File: src/rtl/sparse_sample_speed_estimator_defines.svh
// assertion helpers for the rtl, used by sse_ctrl
`ifndef SPARSE_SAMPLE_SPEED_ESTIMATOR_DEFINES_SVH
`define SPARSE_SAMPLE_SPEED_ESTIMATOR_DEFINES_SVH

// same-cycle implication
`define SSE_ASSERT_NOW(lbl, pre, post, msg) \
  lbl: assert property (@(posedge clk) disable iff (!rst_n) (pre) |-> (post)) \
    else $error(msg);

// next-cycle implication
`define SSE_ASSERT_NXT(lbl, pre, post, msg) \
  lbl: assert property (@(posedge clk) disable iff (!rst_n) (pre) |=> (post)) \
    else $error(msg);

`endif

File: src/rtl/sse_pkg.sv
package sse_pkg;

  localparam int POS_W     = 24;
  localparam int TIME_W    = 32;
  localparam int SPD_W     = 24;
  localparam int EPS_W     = 10;
  localparam int LIM_W     = 23;
  localparam int TMO_W     = 16;
  localparam int RC_W      = 20;
  localparam int MAG_W     = POS_W + 1;
  localparam int K_W       = 10;
  localparam int NPROD_W   = MAG_W + K_W;
  localparam int DT_W      = TIME_W + K_W;
  localparam int DEN_W     = DT_W + 1;
  localparam int REM_W     = DEN_W + 1;
  localparam int QUO_W     = LIM_W;
  localparam int ALPHA_W   = 17;
  localparam int FRAC_W    = 16;
  localparam int SPROD_W   = MAG_W + ALPHA_W;
  localparam int SMAG_W    = SPROD_W - FRAC_W;
  localparam int CNT_W     = 5;
  localparam int SPD_BITS  = QUO_W;
  localparam int ALP_BITS  = ALPHA_W;
  localparam int CFG_IDX_W = 3;
  localparam int CFG_DAT_W = 32;

  localparam logic [K_W-1:0]    MS_TO_US = K_W'(1000);
  localparam logic [SPROD_W-1:0] HALF_LSB = SPROD_W'(32768);

  localparam logic [EPS_W-1:0] EPS_RST = EPS_W'(51);
  localparam logic [LIM_W-1:0] LIM_RST = LIM_W'(1024000);
  localparam logic [TMO_W-1:0] TMO_RST = TMO_W'(250);
  localparam logic [RC_W-1:0]  RC_RST  = RC_W'(53052);

  typedef enum logic [CFG_IDX_W-1:0] {
    CFG_EPSILON = 3'd0,
    CFG_LIMIT   = 3'd1,
    CFG_TIMEOUT = 3'd2,
    CFG_RC      = 3'd3
  } cfg_idx_t;

  typedef enum logic [2:0] {
    OP_NONE  = 3'd0,
    OP_CLEAR = 3'd1,
    OP_PRIME = 3'd2,
    OP_TAKE  = 3'd3,
    OP_STILL = 3'd4
  } op_t;

  typedef struct packed {
    logic load;
    logic eval;
    op_t  op;
    logic spd_load;
    logic alp_load;
    logic div_step;
    logic diff_load;
    logic mul;
    logic upd;
    logic out_load;
  } sse_cmd_t;

  typedef struct packed {
    logic restart;
    logic primed;
    logic moved;
    logic elapsed_zero;
    logic sat;
  } sse_sts_t;

endpackage

File: src/rtl/sse_div.sv
module sse_div (
  input  logic                      clk,
  input  logic                      load,
  input  logic                      step,
  input  logic [sse_pkg::REM_W-1:0] load_rem,
  input  logic [sse_pkg::QUO_W-1:0] load_quo,
  input  logic [sse_pkg::DEN_W-1:0] load_den,
  output logic [sse_pkg::QUO_W-1:0] quo
);
  import sse_pkg::*;

  logic [REM_W-1:0] rem_r, rem_nxt;
  logic [QUO_W-1:0] quo_r, quo_nxt;
  logic [DEN_W-1:0] den_r, den_nxt;
  logic [REM_W-1:0] trial_c;
  logic             ge_c;

  // restoring division, one quotient bit per step, numerator bits shift out of quo
  assign trial_c = {rem_r[REM_W-2:0], quo_r[QUO_W-1]};
  assign ge_c    = trial_c >= REM_W'(den_r);

  always_comb begin
    rem_nxt = rem_r;
    quo_nxt = quo_r;
    den_nxt = den_r;
    if (load) begin
      rem_nxt = load_rem;
      quo_nxt = load_quo;
      den_nxt = load_den;
    end else if (step) begin
      rem_nxt = ge_c ? trial_c - REM_W'(den_r) : trial_c;
      quo_nxt = {quo_r[QUO_W-2:0], ge_c};
    end
  end

  always_ff @(posedge clk) begin
    rem_r <= rem_nxt;
    quo_r <= quo_nxt;
    den_r <= den_nxt;
  end

  assign quo = quo_r;

endmodule

File: src/rtl/sse_dp.sv
module sse_dp (
  input  logic                          clk,
  input  logic                          rst_n,
  input  sse_pkg::sse_cmd_t             cmd,
  output sse_pkg::sse_sts_t             sts,
  input  logic signed [sse_pkg::POS_W-1:0] in_position,
  input  logic [sse_pkg::TIME_W-1:0]    in_now_ms,
  input  logic                          in_restart,
  input  logic [sse_pkg::EPS_W-1:0]     motion_epsilon,
  input  logic [sse_pkg::LIM_W-1:0]     raw_speed_limit,
  input  logic [sse_pkg::TMO_W-1:0]     still_timeout_ms,
  input  logic [sse_pkg::RC_W-1:0]      filter_rc_us,
  output logic signed [sse_pkg::SPD_W-1:0] out_speed,
  output logic                          out_new_sample
);
  import sse_pkg::*;

  // item capture
  logic [POS_W-1:0]  pos_r, pos_nxt;
  logic [TIME_W-1:0] now_r, now_nxt;
  logic              restart_r, restart_nxt;

  // estimator state
  logic              primed_r, primed_nxt;
  logic [POS_W-1:0]  ref_pos_r, ref_pos_nxt;
  logic [TIME_W-1:0] ref_time_r, ref_time_nxt;
  logic [TIME_W-1:0] last_time_r, last_time_nxt;
  logic [SPD_W-1:0]  filt_r, filt_nxt;
  logic              fresh_r, fresh_nxt;

  // per-item working values
  logic               neg_r, neg_nxt;
  logic [TIME_W-1:0]  elapsed_r, elapsed_nxt;
  logic [NPROD_W-1:0] prod_n_r, prod_n_nxt;
  logic [DT_W-1:0]    prod_dt_r, prod_dt_nxt;
  logic               sat_r, sat_nxt;
  logic [LIM_W-1:0]   rmag_r, rmag_nxt;
  logic               dneg_r, dneg_nxt;
  logic [MAG_W-1:0]   dmag_r, dmag_nxt;
  logic [SPROD_W-1:0] prod_s_r, prod_s_nxt;
  logic [SPD_W-1:0]   out_speed_r, out_speed_nxt;
  logic               out_new_r, out_new_nxt;

  logic [MAG_W-1:0]   delta_c, mag_c;
  logic               neg_c;
  logic [TIME_W-1:0]  elapsed_c;
  logic               still_c;
  logic               sat_c;
  logic [QUO_W-1:0]   quo_c;
  logic               div_load_c;
  logic [REM_W-1:0]   div_rem_c;
  logic [QUO_W-1:0]   div_quo_c;
  logic [DEN_W-1:0]   div_den_c;
  logic [MAG_W-1:0]   raw_c, diff_c;
  logic [SMAG_W-1:0]  smag_c;
  logic [SPROD_W-1:0] round_c;
  logic [SMAG_W-1:0]  fext_c, sum_c;

  assign delta_c   = {pos_r[POS_W-1], pos_r} - {ref_pos_r[POS_W-1], ref_pos_r};
  assign neg_c     = delta_c[MAG_W-1];
  assign mag_c     = neg_c ? (~delta_c + MAG_W'(1)) : delta_c;
  assign elapsed_c = now_r - ref_time_r;
  assign still_c   = (now_r - last_time_r) >= TIME_W'(still_timeout_ms);

  // quotient of 2^23 or more is clamped anyway
  assign sat_c = (prod_n_r >> SPD_BITS) >= NPROD_W'(elapsed_r);

  assign sts.restart      = restart_r;
  assign sts.primed       = primed_r;
  assign sts.moved        = mag_c >= MAG_W'(motion_epsilon);
  assign sts.elapsed_zero = (elapsed_c == '0);
  assign sts.sat          = sat_c;

  // shared divider: speed = mag*1000/elapsed, then alpha = dt*65536/(rc+dt)
  assign div_load_c = cmd.spd_load | cmd.alp_load;
  always_comb begin
    if (cmd.alp_load) begin
      div_rem_c = REM_W'(prod_dt_r >> 1);
      div_quo_c = {prod_dt_r[0], (QUO_W-1)'(0)};
      div_den_c = DEN_W'(filter_rc_us) + DEN_W'(prod_dt_r);
    end else begin
      div_rem_c = REM_W'(prod_n_r >> SPD_BITS);
      div_quo_c = prod_n_r[QUO_W-1:0];
      div_den_c = DEN_W'(elapsed_r);
    end
  end

  sse_div u_div (
    .clk      (clk),
    .load     (div_load_c),
    .step     (cmd.div_step),
    .load_rem (div_rem_c),
    .load_quo (div_quo_c),
    .load_den (div_den_c),
    .quo      (quo_c)
  );

  assign raw_c   = neg_r ? (~MAG_W'(rmag_r) + MAG_W'(1)) : MAG_W'(rmag_r);
  assign diff_c  = raw_c - {filt_r[SPD_W-1], filt_r};
  assign round_c = prod_s_r + HALF_LSB;
  assign smag_c  = round_c[SPROD_W-1:FRAC_W];
  assign fext_c  = SMAG_W'($signed(filt_r));
  assign sum_c   = dneg_r ? fext_c - smag_c : fext_c + smag_c;

  always_comb begin
    pos_nxt       = pos_r;
    now_nxt       = now_r;
    restart_nxt   = restart_r;
    primed_nxt    = primed_r;
    ref_pos_nxt   = ref_pos_r;
    ref_time_nxt  = ref_time_r;
    last_time_nxt = last_time_r;
    filt_nxt      = filt_r;
    fresh_nxt     = fresh_r;
    neg_nxt       = neg_r;
    elapsed_nxt   = elapsed_r;
    prod_n_nxt    = prod_n_r;
    prod_dt_nxt   = prod_dt_r;
    sat_nxt       = sat_r;
    rmag_nxt      = rmag_r;
    dneg_nxt      = dneg_r;
    dmag_nxt      = dmag_r;
    prod_s_nxt    = prod_s_r;
    out_speed_nxt = out_speed_r;
    out_new_nxt   = out_new_r;

    if (cmd.load) begin
      pos_nxt     = in_position;
      now_nxt     = in_now_ms;
      restart_nxt = in_restart;
    end

    if (cmd.eval) begin
      neg_nxt     = neg_c;
      elapsed_nxt = elapsed_c;
      prod_n_nxt  = NPROD_W'(mag_c) * NPROD_W'(MS_TO_US);
      prod_dt_nxt = DT_W'(elapsed_c) * DT_W'(MS_TO_US);
      fresh_nxt   = 1'b0;
      unique case (cmd.op)
        OP_CLEAR: begin
          primed_nxt = 1'b0;
          filt_nxt   = '0;
        end
        OP_PRIME: begin
          primed_nxt    = 1'b1;
          ref_pos_nxt   = pos_r;
          ref_time_nxt  = now_r;
          last_time_nxt = now_r;
          filt_nxt      = '0;
        end
        OP_TAKE: begin
          ref_pos_nxt   = pos_r;
          ref_time_nxt  = now_r;
          last_time_nxt = now_r;
          fresh_nxt     = 1'b1;
        end
        OP_STILL: begin
          if (still_c) begin
            filt_nxt = '0;
          end
        end
        default: begin
        end
      endcase
    end

    if (cmd.spd_load) begin
      sat_nxt = sat_c;
    end

    if (cmd.alp_load) begin
      rmag_nxt = (sat_r || quo_c > raw_speed_limit) ? raw_speed_limit : quo_c;
    end

    if (cmd.diff_load) begin
      dneg_nxt = diff_c[MAG_W-1];
      dmag_nxt = diff_c[MAG_W-1] ? (~diff_c + MAG_W'(1)) : diff_c;
    end

    if (cmd.mul) begin
      prod_s_nxt = SPROD_W'(dmag_r) * SPROD_W'(quo_c[ALPHA_W-1:0]);
    end

    if (cmd.upd) begin
      filt_nxt = sum_c[SPD_W-1:0];
    end

    if (cmd.out_load) begin
      out_speed_nxt = filt_r;
      out_new_nxt   = fresh_r;
    end
  end

  always_ff @(posedge clk) begin
    if (!rst_n) begin
      primed_r    <= 1'b0;
      ref_pos_r   <= '0;
      ref_time_r  <= '0;
      last_time_r <= '0;
      filt_r      <= '0;
      fresh_r     <= 1'b0;
    end else begin
      primed_r    <= primed_nxt;
      ref_pos_r   <= ref_pos_nxt;
      ref_time_r  <= ref_time_nxt;
      last_time_r <= last_time_nxt;
      filt_r      <= filt_nxt;
      fresh_r     <= fresh_nxt;
    end
  end

  always_ff @(posedge clk) begin
    pos_r       <= pos_nxt;
    now_r       <= now_nxt;
    restart_r   <= restart_nxt;
    neg_r       <= neg_nxt;
    elapsed_r   <= elapsed_nxt;
    prod_n_r    <= prod_n_nxt;
    prod_dt_r   <= prod_dt_nxt;
    sat_r       <= sat_nxt;
    rmag_r      <= rmag_nxt;
    dneg_r      <= dneg_nxt;
    dmag_r      <= dmag_nxt;
    prod_s_r    <= prod_s_nxt;
    out_speed_r <= out_speed_nxt;
    out_new_r   <= out_new_nxt;
  end

  assign out_speed      = out_speed_r;
  assign out_new_sample = out_new_r;

endmodule

File: src/rtl/sse_ctrl.sv
`include "sparse_sample_speed_estimator_defines.svh"

module sse_ctrl (
  input  logic               clk,
  input  logic               rst_n,
  input  logic               in_tvalid,
  output logic               in_tready,
  output logic               out_tvalid,
  input  logic               out_tready,
  input  sse_pkg::sse_sts_t  sts,
  output sse_pkg::sse_cmd_t  cmd
);
  import sse_pkg::*;

  typedef enum logic [8:0] {
    S_IDLE  = 9'b000000001,
    S_EVAL  = 9'b000000010,
    S_SPDLD = 9'b000000100,
    S_DIVS  = 9'b000001000,
    S_ALPLD = 9'b000010000,
    S_DIVA  = 9'b000100000,
    S_MUL   = 9'b001000000,
    S_UPD   = 9'b010000000,
    S_FIN   = 9'b100000000
  } state_t;

  state_t           state_r, state_nxt;
  logic [CNT_W-1:0] cnt_r, cnt_nxt;
  logic             out_valid_r, out_valid_nxt;
  logic             in_fire_c;
  logic             out_free_c;

  assign in_tready  = (state_r == S_IDLE);
  assign in_fire_c  = in_tvalid & in_tready;
  assign out_free_c = ~out_valid_r | out_tready;
  assign out_tvalid = out_valid_r;

  always_comb begin
    state_nxt = state_r;
    cnt_nxt   = cnt_r;
    cmd       = '0;
    cmd.op    = OP_NONE;
    unique case (state_r)
      S_IDLE: begin
        if (in_fire_c) begin
          cmd.load  = 1'b1;
          state_nxt = S_EVAL;
        end
      end
      S_EVAL: begin
        cmd.eval = 1'b1;
        priority if (sts.restart) begin
          cmd.op    = OP_CLEAR;
          state_nxt = S_FIN;
        end else if (!sts.primed) begin
          cmd.op    = OP_PRIME;
          state_nxt = S_FIN;
        end else if (!sts.moved) begin
          cmd.op    = OP_STILL;
          state_nxt = S_FIN;
        end else if (sts.elapsed_zero) begin
          cmd.op    = OP_TAKE;
          state_nxt = S_FIN;
        end else begin
          cmd.op    = OP_TAKE;
          state_nxt = S_SPDLD;
        end
      end
      S_SPDLD: begin
        cmd.spd_load = 1'b1;
        cnt_nxt      = CNT_W'(SPD_BITS - 1);
        state_nxt    = sts.sat ? S_ALPLD : S_DIVS;
      end
      S_DIVS: begin
        cmd.div_step = 1'b1;
        cnt_nxt      = cnt_r - CNT_W'(1);
        if (cnt_r == '0) begin
          state_nxt = S_ALPLD;
        end
      end
      S_ALPLD: begin
        cmd.alp_load = 1'b1;
        cnt_nxt      = CNT_W'(ALP_BITS - 1);
        state_nxt    = S_DIVA;
      end
      S_DIVA: begin
        cmd.div_step  = 1'b1;
        cmd.diff_load = 1'b1;
        cnt_nxt       = cnt_r - CNT_W'(1);
        if (cnt_r == '0) begin
          state_nxt = S_MUL;
        end
      end
      S_MUL: begin
        cmd.mul   = 1'b1;
        state_nxt = S_UPD;
      end
      S_UPD: begin
        cmd.upd   = 1'b1;
        state_nxt = S_FIN;
      end
      S_FIN: begin
        if (out_free_c) begin
          cmd.out_load = 1'b1;
          state_nxt    = S_IDLE;
        end
      end
      default: begin
        state_nxt = S_IDLE;
      end
    endcase
  end

  always_comb begin
    if (cmd.out_load) begin
      out_valid_nxt = 1'b1;
    end else if (out_tready) begin
      out_valid_nxt = 1'b0;
    end else begin
      out_valid_nxt = out_valid_r;
    end
  end

  always_ff @(posedge clk) begin
    if (!rst_n) begin
      state_r     <= S_IDLE;
      cnt_r       <= '0;
      out_valid_r <= 1'b0;
    end else begin
      state_r     <= state_nxt;
      cnt_r       <= cnt_nxt;
      out_valid_r <= out_valid_nxt;
    end
  end

  `SSE_ASSERT_NXT(a_fire_eval, in_fire_c, state_r == S_EVAL, "accepted item not evaluated")
  `SSE_ASSERT_NXT(a_divs_done, (state_r == S_DIVS) && (cnt_r == '0), state_r == S_ALPLD, "speed divide overran")
  `SSE_ASSERT_NOW(a_fin_load, (state_r == S_FIN) && !out_free_c, !cmd.out_load, "result overwrote pending item")
  `SSE_ASSERT_NXT(a_fin_idle, (state_r == S_FIN) && out_free_c, out_tvalid && (state_r == S_IDLE), "result not issued")

endmodule

File: src/rtl/sparse_sample_speed_estimator.sv
// a restart, priming, no-motion or zero-elapsed item goes from accept through EVAL and FIN
// to the result; a differentiated sample also passes SPDLD, DIVS, ALPLD, DIVA, MUL and UPD
// (DIVS is skipped when the raw speed saturates); FIN waits while the output is stalled
// one item at a time: no new item is accepted until its result is loaded; the shared
// bit-serial divider takes 23 steps for speed and 17 steps for the filter coefficient
// reset: rst_n synchronous active low; clears the estimator and loads register defaults
module sparse_sample_speed_estimator (
  input  logic                            clk,
  input  logic                            rst_n,
  // configuration writes
  input  logic                            cfg_valid,
  output logic                            cfg_ready,
  input  logic [sse_pkg::CFG_IDX_W-1:0]   cfg_index,
  input  logic [sse_pkg::CFG_DAT_W-1:0]   cfg_data,
  // input items
  input  logic                            in_tvalid,
  output logic                            in_tready,
  input  logic [55:0]                     in_tdata,  // position[23:0], now_ms[55:24]
  input  logic                            in_tuser,  // restart[0]
  // result items
  output logic                            out_tvalid,
  input  logic                            out_tready,
  output logic [23:0]                     out_tdata, // speed[23:0]
  output logic                            out_tuser  // new_sample[0]
);
  import sse_pkg::*;

  logic [EPS_W-1:0] eps_r, eps_nxt;
  logic [LIM_W-1:0] lim_r, lim_nxt;
  logic [TMO_W-1:0] tmo_r, tmo_nxt;
  logic [RC_W-1:0]  rc_r, rc_nxt;
  logic             cfg_fire_c;

  sse_cmd_t         cmd;
  sse_sts_t         sts;
  logic [SPD_W-1:0] speed_c;
  logic             new_sample_c;

  assign cfg_ready  = 1'b1;
  assign cfg_fire_c = cfg_valid & cfg_ready;

  always_comb begin
    eps_nxt = eps_r;
    lim_nxt = lim_r;
    tmo_nxt = tmo_r;
    rc_nxt  = rc_r;
    if (cfg_fire_c) begin
      unique case (cfg_index)
        CFG_EPSILON: eps_nxt = cfg_data[EPS_W-1:0];
        CFG_LIMIT:   lim_nxt = cfg_data[LIM_W-1:0];
        CFG_TIMEOUT: tmo_nxt = cfg_data[TMO_W-1:0];
        CFG_RC:      rc_nxt  = cfg_data[RC_W-1:0];
        default: begin
        end
      endcase
    end
  end

  always_ff @(posedge clk) begin
    if (!rst_n) begin
      eps_r <= EPS_RST;
      lim_r <= LIM_RST;
      tmo_r <= TMO_RST;
      rc_r  <= RC_RST;
    end else begin
      eps_r <= eps_nxt;
      lim_r <= lim_nxt;
      tmo_r <= tmo_nxt;
      rc_r  <= rc_nxt;
    end
  end

  sse_ctrl u_ctrl (
    .clk        (clk),
    .rst_n      (rst_n),
    .in_tvalid  (in_tvalid),
    .in_tready  (in_tready),
    .out_tvalid (out_tvalid),
    .out_tready (out_tready),
    .sts        (sts),
    .cmd        (cmd)
  );

  sse_dp u_dp (
    .clk              (clk),
    .rst_n            (rst_n),
    .cmd              (cmd),
    .sts              (sts),
    .in_position      (in_tdata[POS_W-1:0]),
    .in_now_ms        (in_tdata[POS_W+TIME_W-1:POS_W]),
    .in_restart       (in_tuser),
    .motion_epsilon   (eps_r),
    .raw_speed_limit  (lim_r),
    .still_timeout_ms (tmo_r),
    .filter_rc_us     (rc_r),
    .out_speed        (speed_c),
    .out_new_sample   (new_sample_c)
  );

  assign out_tdata = speed_c;
  assign out_tuser = new_sample_c;

endmodule

File: config.mk
export PLATFORM = sky130hd
export DESIGN_NAME = sparse_sample_speed_estimator
export DESIGN_NICKNAME = d
export VERILOG_FILES = /design/src/rtl/sse_pkg.sv /design/src/rtl/sse_div.sv /design/src/rtl/sse_dp.sv /design/src/rtl/sse_ctrl.sv /design/src/rtl/sparse_sample_speed_estimator.sv
export VERILOG_INCLUDE_DIRS = /design/src /design/src/rtl
export SDC_FILE = /design/constraint.sdc
export NUM_CORES = 2
export LEC_CHECK = 0
export ABC_AREA = 1
export BUFFER_PORTS_ARGS = -buffer_cell sky130_fd_sc_hd__buf_2
export CAP_MARGIN = 20
export CORE_MARGIN = 3
export CORE_UTILIZATION = 71
export DETAILED_ROUTE_END_ITERATION = 8
export PLACE_DENSITY = 0.89
export SLEW_MARGIN = 20
export SYNTH_ARGS = -nofsm -noshare
export SYNTH_HDL_FRONTEND = slang
export SYNTH_HIERARCHICAL = 1
export SYNTH_SLANG_ARGS = --single-unit
File: constraint.sdc
create_clock -name clk -period 17.8 [get_ports clk]
set_input_delay 0.89 -clock clk [delete_from_list [all_inputs] [get_ports clk]]
set_output_delay 0.89 -clock clk [all_outputs]
set_load 0.05 [all_outputs]
Word level (Yosys, flattened, before mapping)
Index checks and enable logic that the tools add are counted.

Input bits: 97. Bits in latches: 0. RAM bits: 0. Memories kept: 0. Word-level logic and storage cells: 146. Output and inout port bits: 28. Register bits after elaboration: 551. Bits in read-only memories: 0.

Order comparisons: 5. Reductions and logical operators: 21. Multiply operators: 3. Bitwise logic cells: 7. Multiplexer cells: 46. Div/mod/pow operators: 0. Equality and inequality tests: 21. $add $sub $neg: 12. Shift-type cells: 0.

Operators with widths (number): 43-bit two-way mux (3); 24-bit two-way mux (5); 23-bit two-way mux (4); 9-bit one-hot mux with 9 select lines (1); 25-bit by 1-bit adder with 25-bit output, second input constant (3); 9-bit two-way mux (8); 25-bit two-way mux (2); 25-bit NOT (2); 24-bit one-hot mux with 2 select lines (1); 44-bit by 43-bit greater-or-equal comparator with 1-bit output (1); 20-bit by 42-bit adder with 43-bit output (1); 43-bit subtractor (1); 41-bit two-way mux (1); 40-bit by 16-bit adder with 40-bit output, second input constant (1); 25-bit by 17-bit multiplier with 40-bit output (1); 32-bit by 7-bit multiplier with 39-bit output, second input constant (1); 12-bit by 32-bit greater-or-equal comparator with 1-bit output (1); 32-bit by 16-bit greater-or-equal comparator with 1-bit output (1); 32-bit logical NOT (1); 25-bit by 7-bit multiplier with 32-bit output, second input constant (1); 32-bit two-way mux (1); 32-bit subtractor (1); 25-bit by 10-bit greater-or-equal comparator with 1-bit output (1); 23-bit NOT with 25-bit output (1); 39 further kinds (71).

Depth between registers and ports, before layout
Word-level depth: 14. Mapped depth: 42.

Hierarchy
Netlist, hierarchy kept.

By module, submodules not included: sse_dp (area each 46697.3 um^2, cells an instance 5922, instances 1, sequential area each 9419.0 um^2); sse_div (area each 8254.2 um^2, cells an instance 1179, instances 1, sequential area each 3273.1 um^2); sparse_sample_speed_estimator (area each 2795.2 um^2, cells an instance 387, instances 1, sequential area each 1381.3 um^2); sse_ctrl (area each 1168.6 um^2, cells an instance 181, instances 1, sequential area each 300.3 um^2).

Worst setup path before layout
No wires, ideal clock.

Path kind: register to register. From: register u_dp.pos_r[0]. To: register u_dp.prod_n_r[28], data pin. Path buffers: 2. Stages on the path, launching flop included: 33. Arrival time: 6.539 ns. Library setup time: 0.261 ns. Clock period less this slack: 6.800 ns. Slack: 11.000 ns. Cell sequence: edfxtp_1 inv_1 ha_1 fa_1 inv_1 nand3_1 nand2_2 nand2_2 nand2_2 nand2_1 nand4_1 nand2_4 buf_2 buf_2 o21ai_0 fa_1 inv_1 fa_1 fa_1 inv_1 fa_1 ha_1 a21oi_1 nand2_1 a31oi_1 o21ai_0 a21oi_1 inv_1 a31oi_1 o21ai_0 nand2_1 nand2_1 xor2_1.

Elaborated cells on any way between the ends: 5. Those cells by class: add/sub (2); mul (1); mux (1); bitwise (1).

RTL lines: start: declaration (line sse_dp.sv:19) `logic [POS_W-1:0] pos_r, pos_nxt;`; start signal: assignment (line sse_dp.sv:213) `pos_r <= pos_nxt;`; 24-bit by 24-bit subtractor with 25-bit output (line sse_dp.sv:59) `assign delta_c = {pos_r[POS_W-1], pos_r} - {ref_pos_r[POS_W-1], ref_pos_r};`; named net u_dp.delta_c[24] (line sse_dp.sv:44) `logic [MAG_W-1:0] delta_c, mag_c;`; 25-bit two-way mux (line sse_dp.sv:61) `assign mag_c = neg_c ? (~delta_c + MAG_W'(1)) : delta_c;`; named net u_dp.mag_c[1] (line sse_dp.sv:44); 25-bit by 7-bit multiplier with 32-bit output (line sse_dp.sv:136) `prod_n_nxt = NPROD_W'(mag_c) * NPROD_W'(MS_TO_US);`; end signal: assignment (line sse_dp.sv:218) `prod_n_r <= prod_n_nxt;`; end: declaration (line sse_dp.sv:34) `logic [NPROD_W-1:0] prod_n_r, prod_n_nxt;`.

The timed path passes the listed nets, and every way through them passes these cells. A chain may end at the register's enable or synchronous reset.

Worst setup path in the final report
From: register u_dp.now_r[0]. To: register u_dp.prod_dt_r[34], data pin.

Word-level cells in the longest chain between the ends: 2.

Ends and longest elaborated chain: start: declaration (line sse_dp.sv:20) `logic [TIME_W-1:0] now_r, now_nxt;`; start signal: assignment (line sse_dp.sv:214) `now_r <= now_nxt;`; 32-bit subtractor; named net u_dp.elapsed_c[16] (line sse_dp.sv:46) `logic [TIME_W-1:0] elapsed_c;`; 32-bit by 7-bit multiplier with 39-bit output (line sse_dp.sv:137) `prod_dt_nxt = DT_W'(elapsed_c) * DT_W'(MS_TO_US);`; end signal: assignment (line sse_dp.sv:219) `prod_dt_r <= prod_dt_nxt;`; end: declaration (line sse_dp.sv:35) `logic [DT_W-1:0] prod_dt_r, prod_dt_nxt;`.

The timed path passes the listed nets, and every way through them passes these cells.

==> flow_summary.yaml <==
layout:
  finalNonFillerCells: 8803
  post-route-util_pct: 75.7
  synthToLayoutAreaGrowth_pct: 5.44
  layout.nets: 8829
  drive_above_1_share_pct: 5.13
  fillerInstances: 5966
worst_setup_path:
  critical_path_required_ps: 18210
  worstSetupStartpointType: "flop"
  cp_top_family: "adder cells"
  cpMostUsedCell: "nand2_1"
  path_buf_inv: 6
  slowest_stage: "xor2_1"
  crit_fanout: 7
  max_stage_delay_ps: 720
  critical_path_class: "reg -> reg"
  arrival_ps: 8030
  cp-end-kind: "flop"
clocking:
  cts.path.max_buffers: 3
  clkTransAtPathRegs_ps: 60
  clock_latency_ps: 660
  cts_tree: "built"
  post_cts_buffers: 0
  cts_root_buf: "clkbuf_16"
  htreeDepth: 2
  cts_resized: 0
  ctsHoldBuffers: 0
  cts.sinks: 534
  cts_buffers: 57
timing:
  min_period_ps: 7620
  fmax_ghz: 0.131
  slew_violations: 0
  finClkSkew_ps: 31.9
  setup-violations-final: 0
  rsz0062_at_grt: "false"
  tns_ps: 0
  hold_violations: 0
  worst_pin_slew_ps: 1120
  max_slew_margin_pct: 24.9
  min_period_over_period_pct: 42.8
floorplanning:
  core-area_mm2: 0.0821
  initial_core_util_pct: 71.8
  dieHeight_um: 294
  die_x_um: 294
  die-area_mm2: 0.0865
  num_rows: 105
  boundaryPins: 125
global_routing:
  grt_pass1_wl_mm: 252
  antenna_found_initial: 2
  grt_pass1_vias: 50200
  gr-total-overflow: 0
  grt_usage_pct: 36.2
  grt_max_degree: 96
status:
  run_status: "completed"
synthesis:
  syn-cell-area_mm2: 0.0589
  postSynthAreaPerCell_um2: 7.68
  netlist_instances: 7669
  synth_top_family_by_area: "adder cells"
  ys_ff_latch: 534
  synthAdderAreaFrac_pct: 29.1
  muxShareOfSynthArea_pct: 0
  yosysWarnings: 6
  synth_compound_area_share_pct: 8.07
  synth-edff-count: 368
  synth_xor_area_share_pct: 4.38
  ys_seq_area_share_pct: 24.4
  synthArstFlopShare_pct: 0
  synth_top_flop_cell: "edfxtp_1"
  yosysUniqueCellTypes: 65
  synthSimpleGateAreaFrac_pct: 22.1
detailed_routing:
  drt_wl_total_mm: 157
  drc: 0
  vias_per_cell: 5.77
  firstDrtPassIters: 7
  drt_iter0_drc: 4969
  postRouteAntennaNets: 0
  wl_per_cell_um: 17.8
  vias: 50800
place:
  place.gp.congestion: 0.992
  placed_cells: 8697
  hpwl_mm: 123
  portBuffers: 114
job:
  max-cap-violations: 0
hold_path:
  hold_class: "in -> reg"
sequential cells by signal (all words and copies together) (netlist names), 24 cells and up:
name	count
u_dp/dmag_r	25
u_dp/elapsed_r	32
u_dp/filt_r	24
u_dp/last_time_r	32
u_dp/now_r	32
u_dp/out_speed	24
u_dp/pos_r	24
u_dp/prod_dt_r	37
u_dp/prod_n_r	32
u_dp/prod_s_r	25
u_dp/ref_pos_r	24
u_dp/u_div/den_r	43
u_dp/u_div/rem_r	43
final timing paths:
check                start                   to  slack (ps)  cells after the start
max          u_dp/now_r[0]   u_dp/prod_dt_r[34]       10180                     31
min           in_tdata[15]       u_dp/pos_r[15]         410                      1
max reg2reg  u_dp/now_r[0]   u_dp/prod_dt_r[34]       10180                     31
min reg2reg   u_dp/fresh_r  u_dp/out_new_sample         430                      0
layer usage:
metal | wire [µm] | GRT usage, % | vias to the layer above
met3 | 14100 | 5.63 | 494
met2 | 73400 | 60.2 | 2547
met5 | 0 | 0 | -
met4 | 6590 | 13.6 | 0
met1 | 62500 | 48.3 | 23900
li1 | - | - | 23900
stage by stage:
step	hold WS, ps	instance area, µm²	setup slack [ps]
global placement	421	60300	10450
global route	386	62100	9600
detailed placement	429	60300	10290
finish	409	62100	10180
floorplan	409	58900	11000
CTS	367	62100	10230
final cells by class:
cell class              instances  area [µm²]  area share (%)
clock buffers                  78        1610            2.59
multi-input cells            5319       37600            60.5
flip-flops and latches        534       14400            23.1
diodes                          1        2.50         0.00403
inverters                    1615        6070            9.76
repair buffers                159         911            1.47
well taps                    1070        1340            2.16
clock inverters                27         245           0.395
synth_stat cells, types with 3 or more instances:
cell type  count  area, µm²
buf_4         14        105
nor3b_1        5       37.5
o22ai_1        3       18.8
nand3_1      326       1630
inv_2         22       82.6
a211oi_1       8       60.1
clkbuf_1     159        597
o31ai_1        9       67.6
a22oi_1        6       45.0
o21bai_1      25        188
o221ai_1      11       96.3
nor2_1       549       2060
a21boi_0       7       52.6
fa_1         542      10900
a31oi_1       37        231
or2_2         11       68.8
o211ai_1      17        128
nand3b_1      36        270
nand4_1       61        382
inv_1       1590       5970
dfxtp_1      166       3320
buf_6         12        135
nor4_1        20        125
nand2_1     1928       7240
buf_2         16       80.1
nand2_2       44        275
buf_1          3       11.3
o21ai_1       16       80.1
nand3_2       13        130
and3_1         5       31.3
a21o_1        23        173
nor2_2        19        119
o21a_1        10       75.1
a21oi_2        7       61.3
o21ai_0      243       1220
a221oi_1       7       61.3
edfxtp_1     368      11100
and2_1         5       31.3
nor2_4        17        191
xor2_1       186       1630
xnor2_1      105        920
a21oi_1      424       2120
nand2_4        7       78.8
nor3_1        58        290
ha_1         504       6310
cells in the final DEF, fill, tap and decap left out, types with 9 or more instances in the layout:
cell / count
inv_2: 24
clkbuf_16: 61
a21oi_1: 424
nand2_1: 1928
xnor2_1: 105
nand3_1: 326
o211ai_1: 17
ha_1: 504
dfxtp_1: 166
nand2_2: 44
a31oi_1: 37
o21ai_1: 16
nor2_1: 548
nor2_2: 18
o21bai_1: 25
o31ai_1: 9
or2_2: 10
o21ai_0: 243
clkinv_1: 12
buf_4: 46
nand3b_1: 36
edfxtp_1: 368
a21o_1: 23
o221ai_1: 11
nand4_1: 61
clkbuf_1: 15
nor4_1: 20
o21a_1: 10
nor3_1: 56
nor2_4: 19
fa_1: 542
buf_2: 113
nand3_2: 13
inv_1: 1586
xor2_1: 186
kinds of logic (layout without fill, tap and decap cells):
group / count (synthesis) / count (layout)
fa+ha+maj: 1046 / 1046
xor+xnor: 293 / 293
flops: 534 / 534
compound gates: 862 / 862
other cells: 2 / 7
buf+inv: 1820 / 1879
simple gates: 3112 / 3112
Power is not shown: default switching activity piles up to over one toggle a cycle in this logic, so the estimate is an artifact.
